### config.mk
export PLATFORM = sky130hd
export DESIGN_NAME = ir_obstacle_avoid_sequencer
export DESIGN_NICKNAME = d
export VERILOG_FILES = /design/src/design/ioas_pkg.sv /design/src/design/ioas_csr.sv /design/src/design/ioas_step.sv /design/src/design/ir_obstacle_avoid_sequencer.sv
export SDC_FILE = /design/constraint.sdc
export NUM_CORES = 1
export LEC_CHECK = 0
export BUFFER_PORTS_ARGS = -buffer_cell sky130_fd_sc_hd__buf_2
export CAP_MARGIN = 20
export CORE_MARGIN = 2
export CORE_UTILIZATION = 42
export CTS_CLUSTER_SIZE = 40
export DETAILED_ROUTE_END_ITERATION = 6
export HOLD_SLACK_MARGIN = 0.06
export SLEW_MARGIN = 5
export SYNTH_ARGS = -nofsm -noshare
export SYNTH_HDL_FRONTEND = slang
export SYNTH_SLANG_ARGS = --single-unit
### constraint.sdc
create_clock -name clock -period 2.15 [get_ports clock]
set_input_delay 0.645 -clock clock [delete_from_list [all_inputs] [get_ports clock]]
set_output_delay 0.645 -clock clock [all_outputs]
set_load 0.01 [all_outputs]
### src/design/ioas_pkg.sv
`timescale 1ns / 1ps
`default_nettype none
// ----------------------------------------------------------------------------
// ioas_pkg
// Shared types and constants of the infrared obstacle avoidance sequencer:
// motor command codes, phase codes, register indexes and the register group.
// ----------------------------------------------------------------------------
package ioas_pkg;

   localparam int REG_BITS            = 12;
   localparam int TICK_COUNT_BITS_DEF = 12;
   localparam int CSR_ADDR_BITS       = 2;

   typedef enum logic [2:0] {
      CMD_STOP    = 3'd0,
      CMD_FORWARD = 3'd1,
      CMD_REVERSE = 3'd2,
      CMD_LEFT    = 3'd3,
      CMD_RIGHT   = 3'd4
   } cmd_type;

   typedef enum logic [1:0] {
      PH_IDLE    = 2'd0,
      PH_REVERSE = 2'd1,
      PH_TURN    = 2'd2
   } phase_type;

   typedef enum logic [CSR_ADDR_BITS-1:0] {
      REG_BACK_ONE_SIDE = 2'd0,
      REG_BACK_BOTH     = 2'd1,
      REG_TURN          = 2'd2
   } reg_index_type;

   localparam logic [1:0] CODE_BOTH  = 2'd3;
   localparam logic [1:0] CODE_RIGHT = 2'd2;
   localparam logic [1:0] CODE_NONE  = 2'd0;

   localparam logic [REG_BITS-1:0] BACK_ONE_SIDE_RESET = 12'd500;
   localparam logic [REG_BITS-1:0] BACK_BOTH_RESET     = 12'd800;
   localparam logic [REG_BITS-1:0] TURN_RESET          = 12'd500;

   typedef struct packed {
      logic [REG_BITS-1:0] back_one_side;
      logic [REG_BITS-1:0] back_both;
      logic [REG_BITS-1:0] turn;
   } cfg_type;

endpackage : ioas_pkg
`default_nettype wire

### src/design/ioas_csr.sv
`timescale 1ns / 1ps
`default_nettype none
// ----------------------------------------------------------------------------
// ioas_csr
// Timing registers written through the plain write port.
// ----------------------------------------------------------------------------
module ioas_csr
   import ioas_pkg::*;
(
   input  wire logic                     clock,
   input  wire logic                     reset,
   input  wire logic                     csr_we,
   input  wire logic [CSR_ADDR_BITS-1:0] csr_addr,
   input  wire logic [REG_BITS-1:0]      csr_wdata,
   output cfg_type                       cfg
);

   cfg_type cfg_ff, cfg_in;

   always_comb begin
      cfg_in = cfg_ff;
      if (csr_we) begin
         unique case (csr_addr)
            REG_BACK_ONE_SIDE: cfg_in.back_one_side = csr_wdata;
            REG_BACK_BOTH:     cfg_in.back_both     = csr_wdata;
            REG_TURN:          cfg_in.turn          = csr_wdata;
            default:           cfg_in               = cfg_ff;
         endcase
      end
   end

   always_ff @(posedge clock) begin
      if (reset) begin
         cfg_ff.back_one_side <= BACK_ONE_SIDE_RESET;
         cfg_ff.back_both     <= BACK_BOTH_RESET;
         cfg_ff.turn          <= TURN_RESET;
      end else begin
         cfg_ff <= cfg_in;
      end
   end

   assign cfg = cfg_ff;

endmodule : ioas_csr
`default_nettype wire

### src/design/ioas_step.sv
`timescale 1ns / 1ps
`default_nettype none
// ----------------------------------------------------------------------------
// ioas_step
// Next-state and command logic for one tick: obstacle confirmation, phase
// sequencing and the phase countdown.
// ----------------------------------------------------------------------------
module ioas_step
   import ioas_pkg::*;
#(
   parameter int TICK_COUNT_BITS = TICK_COUNT_BITS_DEF
)(
   input  wire logic                       left_raw,
   input  wire logic                       right_raw,
   input  wire logic                       prev_left,
   input  wire logic                       prev_right,
   input  wire phase_type                  phase,
   input  wire logic [TICK_COUNT_BITS-1:0] ticks,
   input  wire logic                       turn_right,
   input  wire cfg_type                    cfg,
   output phase_type                       phase_next,
   output logic [TICK_COUNT_BITS-1:0]      ticks_next,
   output logic                            turn_right_next,
   output cmd_type                         cmd,
   output logic [1:0]                      code
);

   localparam int CMP_BITS = (TICK_COUNT_BITS > REG_BITS) ? TICK_COUNT_BITS : REG_BITS;
   localparam logic [CMP_BITS-1:0] CNT_MAX = CMP_BITS'((64'd1 << TICK_COUNT_BITS) - 64'd1);

   // Saturate a register value to the largest count the counter holds.
   function automatic logic [TICK_COUNT_BITS-1:0] load_count(input logic [REG_BITS-1:0] v);
      logic [CMP_BITS-1:0] wide;
      wide = CMP_BITS'(v);
      if (wide > CNT_MAX) begin
         wide = CNT_MAX;
      end
      return wide[TICK_COUNT_BITS-1:0];
   endfunction

   logic    last_tick;
   cmd_type turn_cmd;

   assign code      = {right_raw & prev_right, left_raw & prev_left};
   assign last_tick = (ticks <= TICK_COUNT_BITS'(1));
   assign turn_cmd  = turn_right ? CMD_RIGHT : CMD_LEFT;

   always_comb begin
      phase_next      = phase;
      ticks_next      = ticks;
      turn_right_next = turn_right;
      cmd             = CMD_FORWARD;
      unique case (phase)
         PH_REVERSE: begin
            phase_next = PH_TURN;
            ticks_next = load_count(cfg.turn);
            if (code != CODE_NONE) begin
               cmd = CMD_STOP;
            end else if (last_tick) begin
               cmd = turn_cmd;
            end else begin
               phase_next = PH_REVERSE;
               ticks_next = ticks - TICK_COUNT_BITS'(1);
               cmd        = CMD_REVERSE;
            end
         end
         PH_TURN: begin
            phase_next = PH_IDLE;
            ticks_next = '0;
            if (code != CODE_NONE) begin
               cmd = CMD_STOP;
            end else if (last_tick) begin
               cmd = CMD_FORWARD;
            end else begin
               phase_next = PH_TURN;
               ticks_next = ticks - TICK_COUNT_BITS'(1);
               cmd        = turn_cmd;
            end
         end
         default: begin
            // Idle, and the unused phase code that behaves as idle.
            phase_next = PH_IDLE;
            if (code != CODE_NONE) begin
               cmd             = CMD_REVERSE;
               phase_next      = PH_REVERSE;
               ticks_next      = load_count((code == CODE_BOTH) ? cfg.back_both
                                                                : cfg.back_one_side);
               turn_right_next = (code != CODE_RIGHT);
            end
         end
      endcase
   end

endmodule : ioas_step
`default_nettype wire

### src/design/ir_obstacle_avoid_sequencer.sv
`timescale 1ns / 1ps
`default_nettype none
// ----------------------------------------------------------------------------
// ir_obstacle_avoid_sequencer
// Obstacle avoidance sequencer driven by one item per 1 ms sensor tick.
// ----------------------------------------------------------------------------
// Each item on req carries the raw left and right sensor bits of one tick and
// yields exactly one item on rsp with the motor command and the confirmed
// obstacle code. The block takes one item per clock cycle: the sequencing
// state and a single output register are both loaded on acceptance, so the
// result shows on rsp in the next cycle. req_tready stays high while that
// register is empty or being emptied, so the rate is set only by rsp_tready.
// Timing registers should be written only while no item is in flight.
module ir_obstacle_avoid_sequencer
   import ioas_pkg::*;
#(
   parameter int TICK_COUNT_BITS = TICK_COUNT_BITS_DEF
)(
   input  wire logic                     clock,
   input  wire logic                     reset,
   input  wire logic                     req_tvalid,
   output logic                          req_tready,
   input  wire logic [7:0]               req_tdata,  // [0] left_blocked_raw, [1] right_blocked_raw
   output logic                          rsp_tvalid,
   input  wire logic                     rsp_tready,
   output logic [7:0]                    rsp_tdata,  // [2:0] motor_command, [4:3] obstacle_code
   input  wire logic                     csr_we,
   input  wire logic [CSR_ADDR_BITS-1:0] csr_addr,
   input  wire logic [REG_BITS-1:0]      csr_wdata
);

   cfg_type cfg;

   phase_type                  phase_ff, phase_in;
   logic [TICK_COUNT_BITS-1:0] ticks_ff, ticks_in;
   logic                       turn_right_ff, turn_right_in;
   logic                       prev_left_ff, prev_right_ff;
   logic                       rsp_valid_ff, rsp_valid_in;
   logic [7:0]                 rsp_data_ff;
   cmd_type                    cmd;
   logic [1:0]                 code;
   logic                       accept;

   ioas_csr u_csr (
      .clock     (clock),
      .reset     (reset),
      .csr_we    (csr_we),
      .csr_addr  (csr_addr),
      .csr_wdata (csr_wdata),
      .cfg       (cfg)
   );

   ioas_step #(
      .TICK_COUNT_BITS (TICK_COUNT_BITS)
   ) u_step (
      .left_raw        (req_tdata[0]),
      .right_raw       (req_tdata[1]),
      .prev_left       (prev_left_ff),
      .prev_right      (prev_right_ff),
      .phase           (phase_ff),
      .ticks           (ticks_ff),
      .turn_right      (turn_right_ff),
      .cfg             (cfg),
      .phase_next      (phase_in),
      .ticks_next      (ticks_in),
      .turn_right_next (turn_right_in),
      .cmd             (cmd),
      .code            (code)
   );

   assign req_tready   = !rsp_valid_ff || rsp_tready;
   assign accept       = req_tvalid && req_tready;
   assign rsp_valid_in = accept || (rsp_valid_ff && !rsp_tready);

   always_ff @(posedge clock) begin
      if (reset) begin
         phase_ff      <= PH_IDLE;
         ticks_ff      <= '0;
         turn_right_ff <= 1'b0;
         prev_left_ff  <= 1'b0;
         prev_right_ff <= 1'b0;
         rsp_valid_ff  <= 1'b0;
      end else begin
         rsp_valid_ff <= rsp_valid_in;
         if (accept) begin
            phase_ff      <= phase_in;
            ticks_ff      <= ticks_in;
            turn_right_ff <= turn_right_in;
            prev_left_ff  <= req_tdata[0];
            prev_right_ff <= req_tdata[1];
         end
      end
   end

   always_ff @(posedge clock) begin
      if (accept) begin
         rsp_data_ff <= {3'b000, code, cmd};
      end
   end

   assign rsp_tvalid = rsp_valid_ff;
   assign rsp_tdata  = rsp_data_ff;

endmodule : ir_obstacle_avoid_sequencer
`default_nettype wire

# Word-level counts from Yosys, hierarchy flattened

Index checks and enable logic that the tools add are counted.

Muxes and demuxes: 22
Order comparisons: 3
Div/mod/pow operators: 0
$mul: 0
Equal/unequal tests: 6
Reductions and logical operators: 15
Shift operators: 0
Add/sub/neg operators: 1
Bitwise logic cells: 3

Operators with widths:

| kind                                                                               | number |
|---|---|
| 12-bit two-way mux                                                                 | 8 |
| 12-bit > comparator (second input constant)                                        | 2 |
| 12-bit one-hot mux with 2 select lines                                             | 1 |
| 3-bit two-way mux                                                                  | 5 |
| 12-bit by 1-bit less-or-equal comparator with 1-bit output (second input constant) | 1 |
| 12-bit by 1-bit subtractor with 12-bit output (second input constant)              | 1 |
| 2-bit two-way mux                                                                  | 5 |
| 2-bit AND reduction                                                                | 4 |
| 2-bit equality test (second input constant)                                        | 3 |
| 3-bit one-hot mux with 2 select lines                                              | 1 |
| 2-bit by 1-bit equality test with 1-bit output (second input constant)             | 2 |
| 2-bit one-hot mux with 2 select lines                                              | 1 |
| 3-bit AND reduction                                                                | 1 |
| 3-bit nonzero test                                                                 | 1 |
| 1-bit AND                                                                          | 2 |
| 1-bit logical AND                                                                  | 2 |
| 1-bit zero test                                                                    | 2 |
| 2-bit zero test                                                                    | 1 |
| 1-bit logical OR                                                                   | 2 |
| 2-bit != test (second input constant)                                              | 1 |
| 2-bit nonzero test                                                                 | 1 |
| 2-bit OR reduction                                                                 | 1 |
| 1-bit two-way mux                                                                  | 1 |
| 1-bit NOT                                                                          | 1 |

Memory bits (read-only): 0
Latch bits: 0
Flip-flop bits (word level): 59
Memory bits (writable): 0
Logic and storage cells: 60
Memories: 0

# Depth between registers and ports, before layout

Gate-level depths: netlist of run 1.

Word-level depth: 7
Gate-level depth with buffers: 9
Gate-level depth less buffers: 7

# Modules after synthesis

Synthesis of run 1 repeated with hierarchy kept, for this count alone.

Cell total of the unflattened synthesis: 370
Area total of the unflattened synthesis: 3447.1 um2

By module, submodules not included:

| module                      | times used | sequential area each (um2) | cells an instance | area an instance (um2) |
|---|---|---|---|---|
| ioas_csr                    | 1          | 720.7                      | 141               | 1461.4 |
| ir_obstacle_avoid_sequencer | 1          | 510.5                      | 92                | 1004.7 |
| ioas_step                   | 1          | 0.0                        | 137               | 980.9 |

# Worst setup path before layout of run 1

OpenSTA, ideal clock, no wires.

Path type: register -> register
Start point: reg ticks_ff[2]
End point: reg rsp_data_ff[1], in the netlist rsp_tdata[1], data pin
Setup slack: -0.195 ns
Cell stages (with the launch flop): 9
Data required time: 1.895 ns
Period minus slack after synthesis: 2.345 ns
Arrival time: 2.090 ns
Cells stage by stage: dfxtp_1 or4_1 buf_2 or4_4 buf_6 buf_6 a21oi_1 o21ai_1 and3_1

Word-level cells in the longest chain between the ends: 4
Elaborated cells on any way between the ends: 6
Those cells by class: order compare (1); mux (5)

RTL lines:

| what                                                         | RTL line                          | text |
|---|---|---|
| from (decl)                                                  | ir_obstacle_avoid_sequencer.sv:35 | `logic [TICK_COUNT_BITS-1:0] ticks_ff, ticks_in;` |
| from (signal assigned)                                       | ir_obstacle_avoid_sequencer.sv:87 | `ticks_ff <= ticks_in;` |
| 12-bit by 1-bit less-or-equal comparator with 1-bit output * | ioas_step.sv:45                   | `assign last_tick = (ticks <= TICK_COUNT_BITS'(1));` |
| 3-bit two-way mux, on equally long branches                  | ioas_step.sv:72, ioas_step.sv:59  |  |
| 3-bit two-way mux, on equally long branches                  | ioas_step.sv:70, ioas_step.sv:57  |  |
| 3-bit one-hot mux with 2 select lines *                      | ioas_step.sv:53                   | `unique case (phase)` |
| via cmd[1]                                                   | ir_obstacle_avoid_sequencer.sv:40 | `cmd_type cmd;` |
| to (signal assigned)                                         | ir_obstacle_avoid_sequencer.sv:97 | `rsp_data_ff <= {3'b000, code, cmd};` |
| to (decl)                                                    | ir_obstacle_avoid_sequencer.sv:39 | `logic [7:0] rsp_data_ff;` |

Mark *: on every way through the listed nets, which the timed path passes. The rest lies on a longest branch.
A chain may end at the register's enable or synchronous reset.

# Worst setup path after layout of run 1

Start point: reg ticks_ff[5]
End point: reg ticks_ff[5]

Word-level cells in the longest chain between the ends: 4
Elaborated cells on any way between the ends: 7
Those cells by class: add/sub (1); order compare (1); mux (5)

RTL lines:

| what                                                                                                                        | RTL line |
|---|---|
| 12-bit by 1-bit subtractor with 12-bit output or 12-bit by 1-bit less-or-equal comparator with 1-bit output (tied branches) | ioas_step.sv:63, ioas_step.sv:76, ioas_step.sv:45 |
| 12-bit two-way mux, on equally long branches                                                                                | ioas_step.sv:72, ioas_step.sv:59 |
| 12-bit two-way mux, on equally long branches                                                                                | ioas_step.sv:70, ioas_step.sv:57 |
| 12-bit one-hot mux with 2 select lines *                                                                                    | ioas_step.sv:53 |

Mark *: on every way between the ends. The rest lies on a longest branch, timed or not.

==> metrics list, run 1 <==
- The flow ran to the end, and the final reports show no timing, DRC or antenna violations.
- Drt first-iter violations: 210
- Remaining antenna violation count after routing: 0
* NumNets Final: roughly 440
* Critical path class: flip-flop to flip-flop
- On the worst path, the slowest cell contributes a delay of 0.58 ns.
* Largest net degree at the start of global routing: 23
* Start of the worst register-to-register path: ticks_ff[5]
* Hold violation total from the final report: 0
- CTS clk-pin slew, worst paths: 0.07 ns
- After routing, the total negative slack on setup checks comes to 0 ns.
- The finished cells cover 3674 um2.
- 0 antenna diodes ended up in the layout.
- The number of global-route vias before repair came to 2620.
- Setup clock skew after layout: just under 0.01 ns
- Type of the worst min-delay path: flip-flop to flip-flop
- Slew headroom: 0.4505
- Maximum fanout along the worst path: 6
* Fraction of registers with async set or reset after synthesis: 0
* Floorplan die area: roughly 8000 um2
- Walking the worst path, the cells encountered are or4_4 -> or4_4 -> buf_12 -> nand4_2 -> o211ai_2 -> a211oi_2.
- The endpoint identified for the worst register-to-register timing path is ticks_ff[5].
- Counting every instance in the synthesized netlist gives 365.
- Counting distinct cell types in the post-synthesis netlist gives 52.
* Post-synth design cell area: roughly 3000 um2
- R2r setup slk: 0.04 ns
- The floorplan has 30 rows.
- Mapped Avg Cell Area: roughly 8.3 um2
- Relative to the synthesized area, the layout overhead comes to 21.93%.
* Initial antenna violation count: 0
- Path depth of the worst reg2reg path: 6
* Utilization of the core after routing: 0.5348
* Static leakage power: ~1.5 nW
- Max-cap violations in this run came to 0.
- Across every metal layer, demand over resource in global routing totals 0.2108.
* Post-DR vias/cell: between 5 and 6
- Worst EP required: about 2.4 ns
* Count of placed standard cells in the final layout, fillers left out: between 500 and 600
* Total via count in the routed design: approximately 2700
* Critical path data arrival time: between 2 and 2.5 ns
* Clock latency of the later-clocked register in the worst-skew pair: 0.34 ns
- Hold-fix buffer count after cts: 0
- During synthesis, Yosys emitted a total of 0 warnings.
- FMAX: 474.3 MHz
- VDD sags by at most around 0.4 mV.
- Crit path from: ticks_ff[5]
* Element type at the critical path start: flip-flop
* Setup repair after global routing missed its margin: yes
- Share of the yosys chip area belonging to registers: 0.4086
- The initial utilization of the core area, before any placement, comes to 0.4386.
- After filler insertion, the fill cell instance count of the layout stands at 664.
- Hold is met by approximately 0.45 ns.
- The die is 88.70 um tall.
- The routed design has about 7600 um of wire.
* WHS Endpoint: u_csr.cfg[14]
- Overflow left after global routing: 0
- TritonCTS built the clock tree.
- Number of cells on the worst hold path: 2
* Slowest stage cell on the critical path: or4_4
- The first global-routing pass estimated ~13000 um of wire.
- DP Wirelength: approximately 5400 um
- Of the cells placed in the final design, the portion with a size suffix greater than 1 is 0.2596.
* Clock buffers created by TritonCTS: 9
- Setup violations remaining at the end of the flow were counted as 0.
* Average routed wire per standard cell: approximately 15 um
- Leaving out fill and tap cells, the most frequent cell in the layout is nand2_1.
* Most used cell along the critical path: or4_4
- The number of placed instances, taps included, is between 400 and 500.
- GP Congestion: about 0.88
* Commonest cells after routing, fill and taps aside: 60 x nand2_1, 52 x dfxtp_1, 44 x a21oi_1
* Number of placed I/O pins: 37
- The clock tree synthesis step divided the H-tree into 3 levels.
- Counting along the longest clock path gives a buffer depth of 2.
- Post-route DRC: 0
- CTS placed an instance of clkbuf_8 at the clock tree root.
* Synthesized flop and latch total: 59
- DP Area: 3401 um2
- For this run, the detailed router's first-pass iteration total came to 4.
- After floorplanning, the core was sized to cover 6869 um2.
- STA classifies the critical path endpoint as a flip-flop.
- Measured slew at the worst slew-check pin: just over 0.8 ns
- The multi-input combinational cells in the finished layout cover a total of between 1500 and 2000 um2.
- The floorplan step set the die width to between 80 and 90 um.
- Fraction of the cycle the final worst path needs: 0.9806
- Subtracting the final worst setup slack from the clock period gives 2.108 ns.
* Area taken by flip-flops and latches: ~1200 um2
- In this run the power density over the cells is 812.4 nW/um2.
- Number of flops mapped to enable cells by yosys: 5
- Hold path startpoint: u_csr.cfg[14]
* Pins Over Slew Limit: 0
- Number of input and output port buffers inserted: 27
- CTS sink cnt: 59
- The most used flip-flop cell after synthesis is dfxtp_1.
## repair_timing
action,4_1_cts,5_1_grt
gates resized for setup,4,5
buffers inserted,0,0
setup endpoints to repair,12,12
pin swaps,0,3
gates cloned,1,0
## area by class of cell
class | instances | share of cell area
timing repair buffer | 57 | 0.1015
tap | 96 | 0.03270
clock inverter | 4 | 0.01226
multi-input combinational | 266 | 0.4513
inverter | 18 | 0.01839
sequential | 59 | 0.3358
clock buffer | 12 | 0.04802
## flip-flops by register name (all words and copies together) (netlist names)
register	flops
rsp_tvalid	1
ticks_ff	12
prev_right_ff	1
rsp_tdata	5
turn_right_ff	1
prev_left_ff	1
u_csr.cfg	36
phase_ff	2
## worst max-delay path by stage
stage	end	depth (start not counted)
after global routing	rsp_tdata[1]	5
after CTS	ticks_ff[5]	6
after floorplan	rsp_tdata[1]	8
after global placement	ticks_ff[10]	7
final	ticks_ff[5]	6
after detailed placement	ticks_ff[10]	7
## through the flow
step | worst slack, ns | total power [W]
after CTS | 0.02625 | 0.002989
after floorplan | -0.1053 | 0.001663
after global routing | -0.003341 | 0.003130
after detailed placement | -0.1024 | 0.001855
final | 0.04175 | 0.002984
after global placement | -0.06905 | 0.001848
## worst max-delay path: cells and delay by family, from the launching register on
kind,cells,cell delay [ns]
DFF,1,0.32
buffers and inverters,1,0.17
and+or+nand+nor,3,1.24
AOI/OAI and AO/OA,2,0.31
## cells in the mapped netlist, types with 5 or more instances
cell type / n / area share
a211oi_2: 6 / 0.025
nand3b_1: 12 / 0.030
nand2_1: 60 / 0.075
inv_1: 18 / 0.022
a21oi_1: 45 / 0.075
o21ai_0: 13 / 0.022
edfxtp_1: 5 / 0.050
dfxtp_1: 54 / 0.36
o211ai_2: 6 / 0.025
nor2_1: 35 / 0.044
clkbuf_1: 16 / 0.020
a211o_1: 7 / 0.020
mux2i_1: 6 / 0.020
xnor2_1: 7 / 0.020
## kinds of logic (layout without fill, tap and decap cells)
kind of cell,Yosys count,in the layout,share of synthesized area
buffers and inverters,43,91,0.06353
and+or+nand+nor,145,146,0.2459
AOI/OAI and AO/OA,99,99,0.2201
xor gates and xnor gates,7,7,0.02035
muxes,7,7,0.02367
other,1,3,0.001245
adders and majority gates,4,4,0.01661
DFF,59,59,0.4086
## where the power goes
part | internal (W) | switching (W) | leakage (nW)
clock | 0.000663 | 0.000441 | 0.117
combinational | 0.000313 | 0.000375 | 0.884
sequential | 0.00116 | 0.0000309 | 0.490
total | 0.00214 | 0.000847 | 1.49
## per-layer routing
metal	track usage	routed length, um	up-vias
li1	-	-	1366
met2	0.3175	3497	55
met1	0.2901	3645	1279
met5	0	0	-
met4	0.07851	96	0
met3	0.05504	314	8
No activity file was read; power rests on OpenSTA's default activity.
==> run 2: changes to the inputs <==
- CORE_ASPECT_RATIO: not set -> 1.25
==> metrics list, run 2 (synthesized netlist as in run 1, its figures left out) <==
- The worst hold path belongs to the class flip-flop to flip-flop.
* DP Wirelength: ~5200 um
* Number of inserted filler cells in the final layout: approximately 700
- Share of post-route cells with drive strength above 1: 0.2721
- STA classifies the critical path startpoint as a flip-flop.
- Hold repair after CTS inserted 0 buffers.
- STA puts the critical path data arrival time at 2.21 ns.
- DP Area: roughly 3400 um2
- Clock latency of the later-clocked register in the worst-skew pair: approximately 0.35 ns
* Number of cell rows: 34
- The design draws 0.002904 W.
- CP Capture Type: flip-flop
* Critical path class: flip-flop to flip-flop
- Global routing finished with a remaining overflow of 0.
- Summed area of non-filler cells in the final layout: 3719 um2
- VDD sags by at most ~0.44 mV.
* Tot GR Track Use: 0.1991
* R2r setup slk: between 0.04 and 0.05 ns
- Maximum fanout along the worst path: 6
- Measured slew at the worst slew-check pin: between 0.8 and 0.9 ns
- Combined buffer and inverter count along the critical path: 0
- Number of diodes added for antenna fixing: 0
- Among all stages on the critical path, the largest delay is contributed by or4_4.
- The library cell used most frequently in the layout, excluding fill and tap cells, is nand2_1.
* GP Congestion: ~0.88
* Average routed wire per standard cell: roughly 15 um
* Static leakage power: 1.496 nW
- Hold violation total from the final report: 0
- Fraction of the cycle the final worst path needs: 0.9796
* CTS sink cnt: 59
- CTS clk-pin slew, worst paths: around 0.070 ns
- The first global-routing pass estimated 12250 um of wire.
* Number of input and output port buffers inserted: 27
- The flow ran to the end, and the final reports show no timing, DRC or antenna violations.
* WHS Endpoint: u_csr.cfg[13]
* Die outline height: 98.70 um
- Setup clock skew after layout: about 0.0057 ns
- In this run the horizontal extent of the chip is about 80 um.
- Setup repair after global routing could not meet its margin everywhere.
- In the routed layout, each cell is associated on average with a via count of roughly 5.3.
- In this run the power density over the cells is slightly below 800 nW/um2.
- Detailed routing inserted a total of ~2700 vias.
- First-pass DRT Iterations: 4
- The floorplan step defined a core boundary enclosing approximately 7000 um2.
- Buffers from clock root to sink, at most: 2
- Setup violations remaining at the end of the flow were counted as 0.
* Slowest stage delay, CP: approximately 0.63 ns
- Remaining antenna violation count after routing: 0
- The worst register-to-register path ends at rsp_tdata[1].
* Number of global-route vias before repair: ~2600
- Derived from the worst setup path, the maximum achievable clock frequency is around 470 MHz.
- The library cells used most frequently in the layout, excluding fill and tap cells, are 60 x nand2_1, 52 x dfxtp_1, 42 x a21oi_1.
* Post-route DRC: 0
- In this run the most critical hold path is launched from u_csr.cfg[13].
* Drt first-iter violations: around 130
- # H-tree levels: 3
* Flip-flop count of the largest register after layout: 36
* TritonCTS clock tree: built
* Cell class contributing the biggest share of worst-path delay: simple AND/OR/NAND/NOR gates
* Min cycle time layout: ~2.1 ns
- Utilization of the core after routing: 0.5330
- The worst pin sits at a relative slew slack of 0.4371.
* Number of placed I/O pins: 37
- Worst EP required: 2.26 ns
- Initial antenna violation count: 0
- Path depth of the worst reg2reg path: 5
- Walking the worst path, the cells encountered are or4_4 -> or4_4 -> a21oi_2 -> o21ai_1 -> and3_1.
- Floorplan die area: approximately 8000 um2
- Clock tree synthesis selected as its root buffer the cell clkbuf_8.
- The most numerous cell type found on the critical path is or4_4.
- At the end of the flow, the number of nets in the layout was approximately 450.
- Clock buffers created by TritonCTS: 9
- The area growth from synthesis to layout is 23.42%.
- Final Routed Wirelength: about 7400 um
- The critical path starts at ticks_ff[2].
- Entering global routing, the biggest net connects 26 pins.
* Start of the worst register-to-register path: ticks_ff[2]
* Starting density of the core: 0.4319
- Max Cap Viol: 0
* Number of cells on the worst hold path: 2
- Pins Over Slew Limit: 0
## run 2: area by class of cell
class	instances	area, um2	area share
multi-input cells	266	1699	0.4569
clock inverters	4	23.77	0.006393
flip-flops and latches	59	1234	0.3318
inverters	18	67.56	0.01817
well taps	90	112.6	0.03028
clock buffers	12	155.1	0.04172
repair buffers	60	426.7	0.1147
## run 2: power breakdown
part           switching, W  internal [W]
sequential        0.0000305       0.00116
clock              0.000461      0.000478
combinational      0.000408      0.000365
## run 2: worst register-to-register path, delay by kind of cell, from the launching register on
| kind | cells | cell delay, ns |
|---|---|---|
| AOI/OAI and AO/OA | 2 | 0.20 |
| and+or+nand+nor | 3 | 1.34 |
| DFF | 1 | 0.32 |
## run 2: worst max-delay path by stage
stage / endpoint / slack [ns] / cells after the start
3_5_place_dp: ticks_ff[10] / -0.11 / 7
4_1_cts: rsp_tdata[1] / 0.02 / 5
6_report: rsp_tdata[1] / 0.04 / 5
2_1_floorplan: rsp_tdata[1] / -0.11 / 8
5_1_grt: phase_ff[1] / -0.03 / 8
3_3_place_gp: ticks_ff[10] / -0.06 / 7
## run 2: stage by stage
step	hold slack (ns)	setup TNS, ns	cells	setup WS, ns
global route	0.4706	-0.06155	509	-0.02545
finish	0.4530	0	509	0.04395
global placement	0.4389	-0.2825	490	-0.05569
detailed placement	0.4457	-0.9160	490	-0.1110
floorplan	0.4332	-0.1761	367	-0.1053
CTS	0.4546	0	506	0.02057
## run 2: routing by layer
layer	track usage	vias up	routed length (um)
met5	0	-	0
met4	0.08344	0	112
met3	0.03571	9	267
met2	0.3239	56	3595
met1	0.2589	1235	3435
li1	-	1375	-
## run 2: what timing repair did
action | in CTS | in global routing
cloned | 0 | 1
endpoints found under the setup margin | 13 | 10
gates resized for setup | 6 | 15
pin swaps | 1 | 12
setup buffers | 0 | 2
hold endpoints to repair | 0 | 0
==> run 3: changes to the inputs <==
- SETUP_SLACK_MARGIN: not set -> 0.05
==> metrics list, run 3 (synthesized netlist as in run 1, its figures left out) <==
* DP Wirelength: 5248 um
* Overall power after layout: 0.003154 W
- Leaving out fill and tap cells, the most frequent cell in the layout is nand2_1.
* Measured slew at the worst slew-check pin: a little under 0.6 ns
- Post-route DRC: 0
- The first routing iteration left 193 violations.
- Input and output buffers added on the ports amount to 27.
- Hold-fix buffer count after cts: 0
- Using the TritonRoute via totals, the vias-per-cell ratio works out to 5.346.
- Critical path class: flip-flop to flip-flop
- Total via count in the routed design: between 2000 and 3000
- For the final database, setup skew stands at roughly 0.0075 ns.
- Clock-pin slew was measured on the worst setup and hold paths at 0.07 ns.
* Hold violation total from the final report: 0
* Commonest cells after routing, fill and taps aside: 60 x nand2_1, 51 x dfxtp_1, 40 x a21oi_1
* Critical path data arrival time: roughly 2.4 ns
- In this run the static leakage power is around 1.5 nW.
- The min-delay analysis places its worst path in the category flip-flop to flip-flop.
- Starting density of the core: 0.4319
- Clock latency of the later-clocked register in the worst-skew pair: 0.34 ns
- Pin placement for this block handled 37 I/O pins.
- CP Capture Type: flip-flop
- Buffers from clock root to sink, at most: 2
- DP Area: roughly 3400 um2
- Setup repair after global routing missed its margin: yes
- Dividing the final minimum period by the clock period gives 0.9900.
* Number of global-route vias before repair: roughly 2600
- GP Congestion: approximately 0.84
- The H-tree was split into 3 levels.
* Flip-flop count of the largest register after layout: 36
- The worst setup path is launched from a flip-flop.
- Cell Pwr Density: approximately 830 nW/um2
* Clock buffers created by TritonCTS: 9
- The final count of pins violating max slew was 0.
- Final Routed Wirelength: between 7000 and 8000 um
- Start of the worst register-to-register path: ticks_ff[8]
* Count of endpoints failing setup in the final report: 0
- First-pass DRT Iterations: 4
- Number of diodes added for antenna fixing: 0
- Average routed wire per standard cell: around 15 um
- Overflow left after global routing: 0
- Of all nets on the critical path, the largest fanout is 8.
* Outcome: completed
- In this run the clock root is driven by a clkbuf_8.
- Worst EP required: between 2 and 2.5 ns
* NumNets Final: ~450
* Die outline height: ~100 um
* Initial antenna violation count: 0
- Share of post-route cells with drive strength above 1: 0.2816
- Peak ir drop on the vdd network: 0.5267 mV
* Core footprint: between 6000 and 7000 um2
* FMAX: around 470 MHz
* Number of cell rows: 34
* X dimension of the die: 79.76 um
- Floorplan die area: 7871 um2
- Wire length of the first global-routing pass: between 10000 and 15000 um
- TritonCTS built the clock tree.
- Summed area of non-filler cells in the final layout: between 3000 and 4000 um2
* Slew headroom: 0.6016
- Min cycle time layout: 2.128 ns
- In this run the most critical hold path is launched from u_csr.cfg[15].
* Tot GR Track Use: 0.2026
- Remaining antenna violation count after routing: 0
- Max Cap Viol: 0
- In this run the worst setup path begins at ticks_ff[8].
- Entering global routing, the biggest net connects 23 pins.
- Worst-case hold slack: between 0.4 and 0.5 ns
- Utilization of the core after routing: 0.5439
- P&R area growth vs syn: 25.96%
* CTS sink cnt: 59
[run 3: cell types whose count changed in the layout (fill, tap and decap cells not counted), sizes merged]
cell	change
bufinv	+1
inv	-1
clkinv	-2
clkbuf	+2
[run 3: worst paths after layout]
kind	to	slack (ns)	cells after the start
setup / recovery	ticks_ff[3]	0.02	8
hold reg to reg	u_csr.cfg[15]	0.45	2
setup reg to reg	ticks_ff[3]	0.02	8
hold / removal	u_csr.cfg[15]	0.45	2
[run 3: layout make-up]
| type | count | area, um2 |
|---|---|---|
| Clock buffer | 14 | 203.9 |
| Fill cell | 661 | 3182 |
| Multi-Input combinational cell | 266 | 1704 |
| Inverter | 18 | 67.56 |
| Timing Repair Buffer | 60 | 434.2 |
| Sequential cell | 59 | 1235 |
| Tap cell | 90 | 112.6 |
| Clock inverter | 2 | 37.54 |
[run 3: per-stage QoR]
stage / worst slack [ns] / std cells / setup TNS (ns)
2_1_floorplan: -0.1053 / 367 / -0.1761
4_1_cts: 0.03538 / 504 / 0
6_report: 0.02150 / 509 / 0
3_5_place_dp: -0.07702 / 487 / -0.2789
5_1_grt: -0.03395 / 509 / -0.1728
3_3_place_gp: -0.04422 / 487 / -0.1499
[run 3: repair_timing]
item                       in CTS  in global routing
gates resized for setup        12                 16
buffers inserted                0                  5
pin swaps                       2                 17
setup endpoints to repair      14                 15
cloned                          1                  0
[run 3: critical path, cell delays in order, from the launching register on]
cell	delay, ns
dfxtp_2	0.32
or4_4	0.56
buf_6	0.14
nor4_4	0.40
nor2_4	0.08
buf_12	0.15
buf_4	0.13
o211ai_2	0.15
a211oi_2	0.09
[run 3: where the power goes]
group / leakage (nW) / total [W] / switching (W) / internal, W
clock network: 0.120 / 0.00118 / 0.000451 / 0.000733
registers: 0.491 / 0.00119 / 0.0000315 / 0.00116
logic: 0.917 / 0.000778 / 0.000409 / 0.000368
[run 3: routing by layer]
metal / vias to the layer above / share of wire / track usage
li1: 1377 / - / -
met1: 1287 / 0.47 / 0.2707
met2: 47 / 0.48 / 0.3284
met3: 10 / 0.030 / 0.04029
met4: 0 / 0.016 / 0.06519
met5: - / 0 / 0
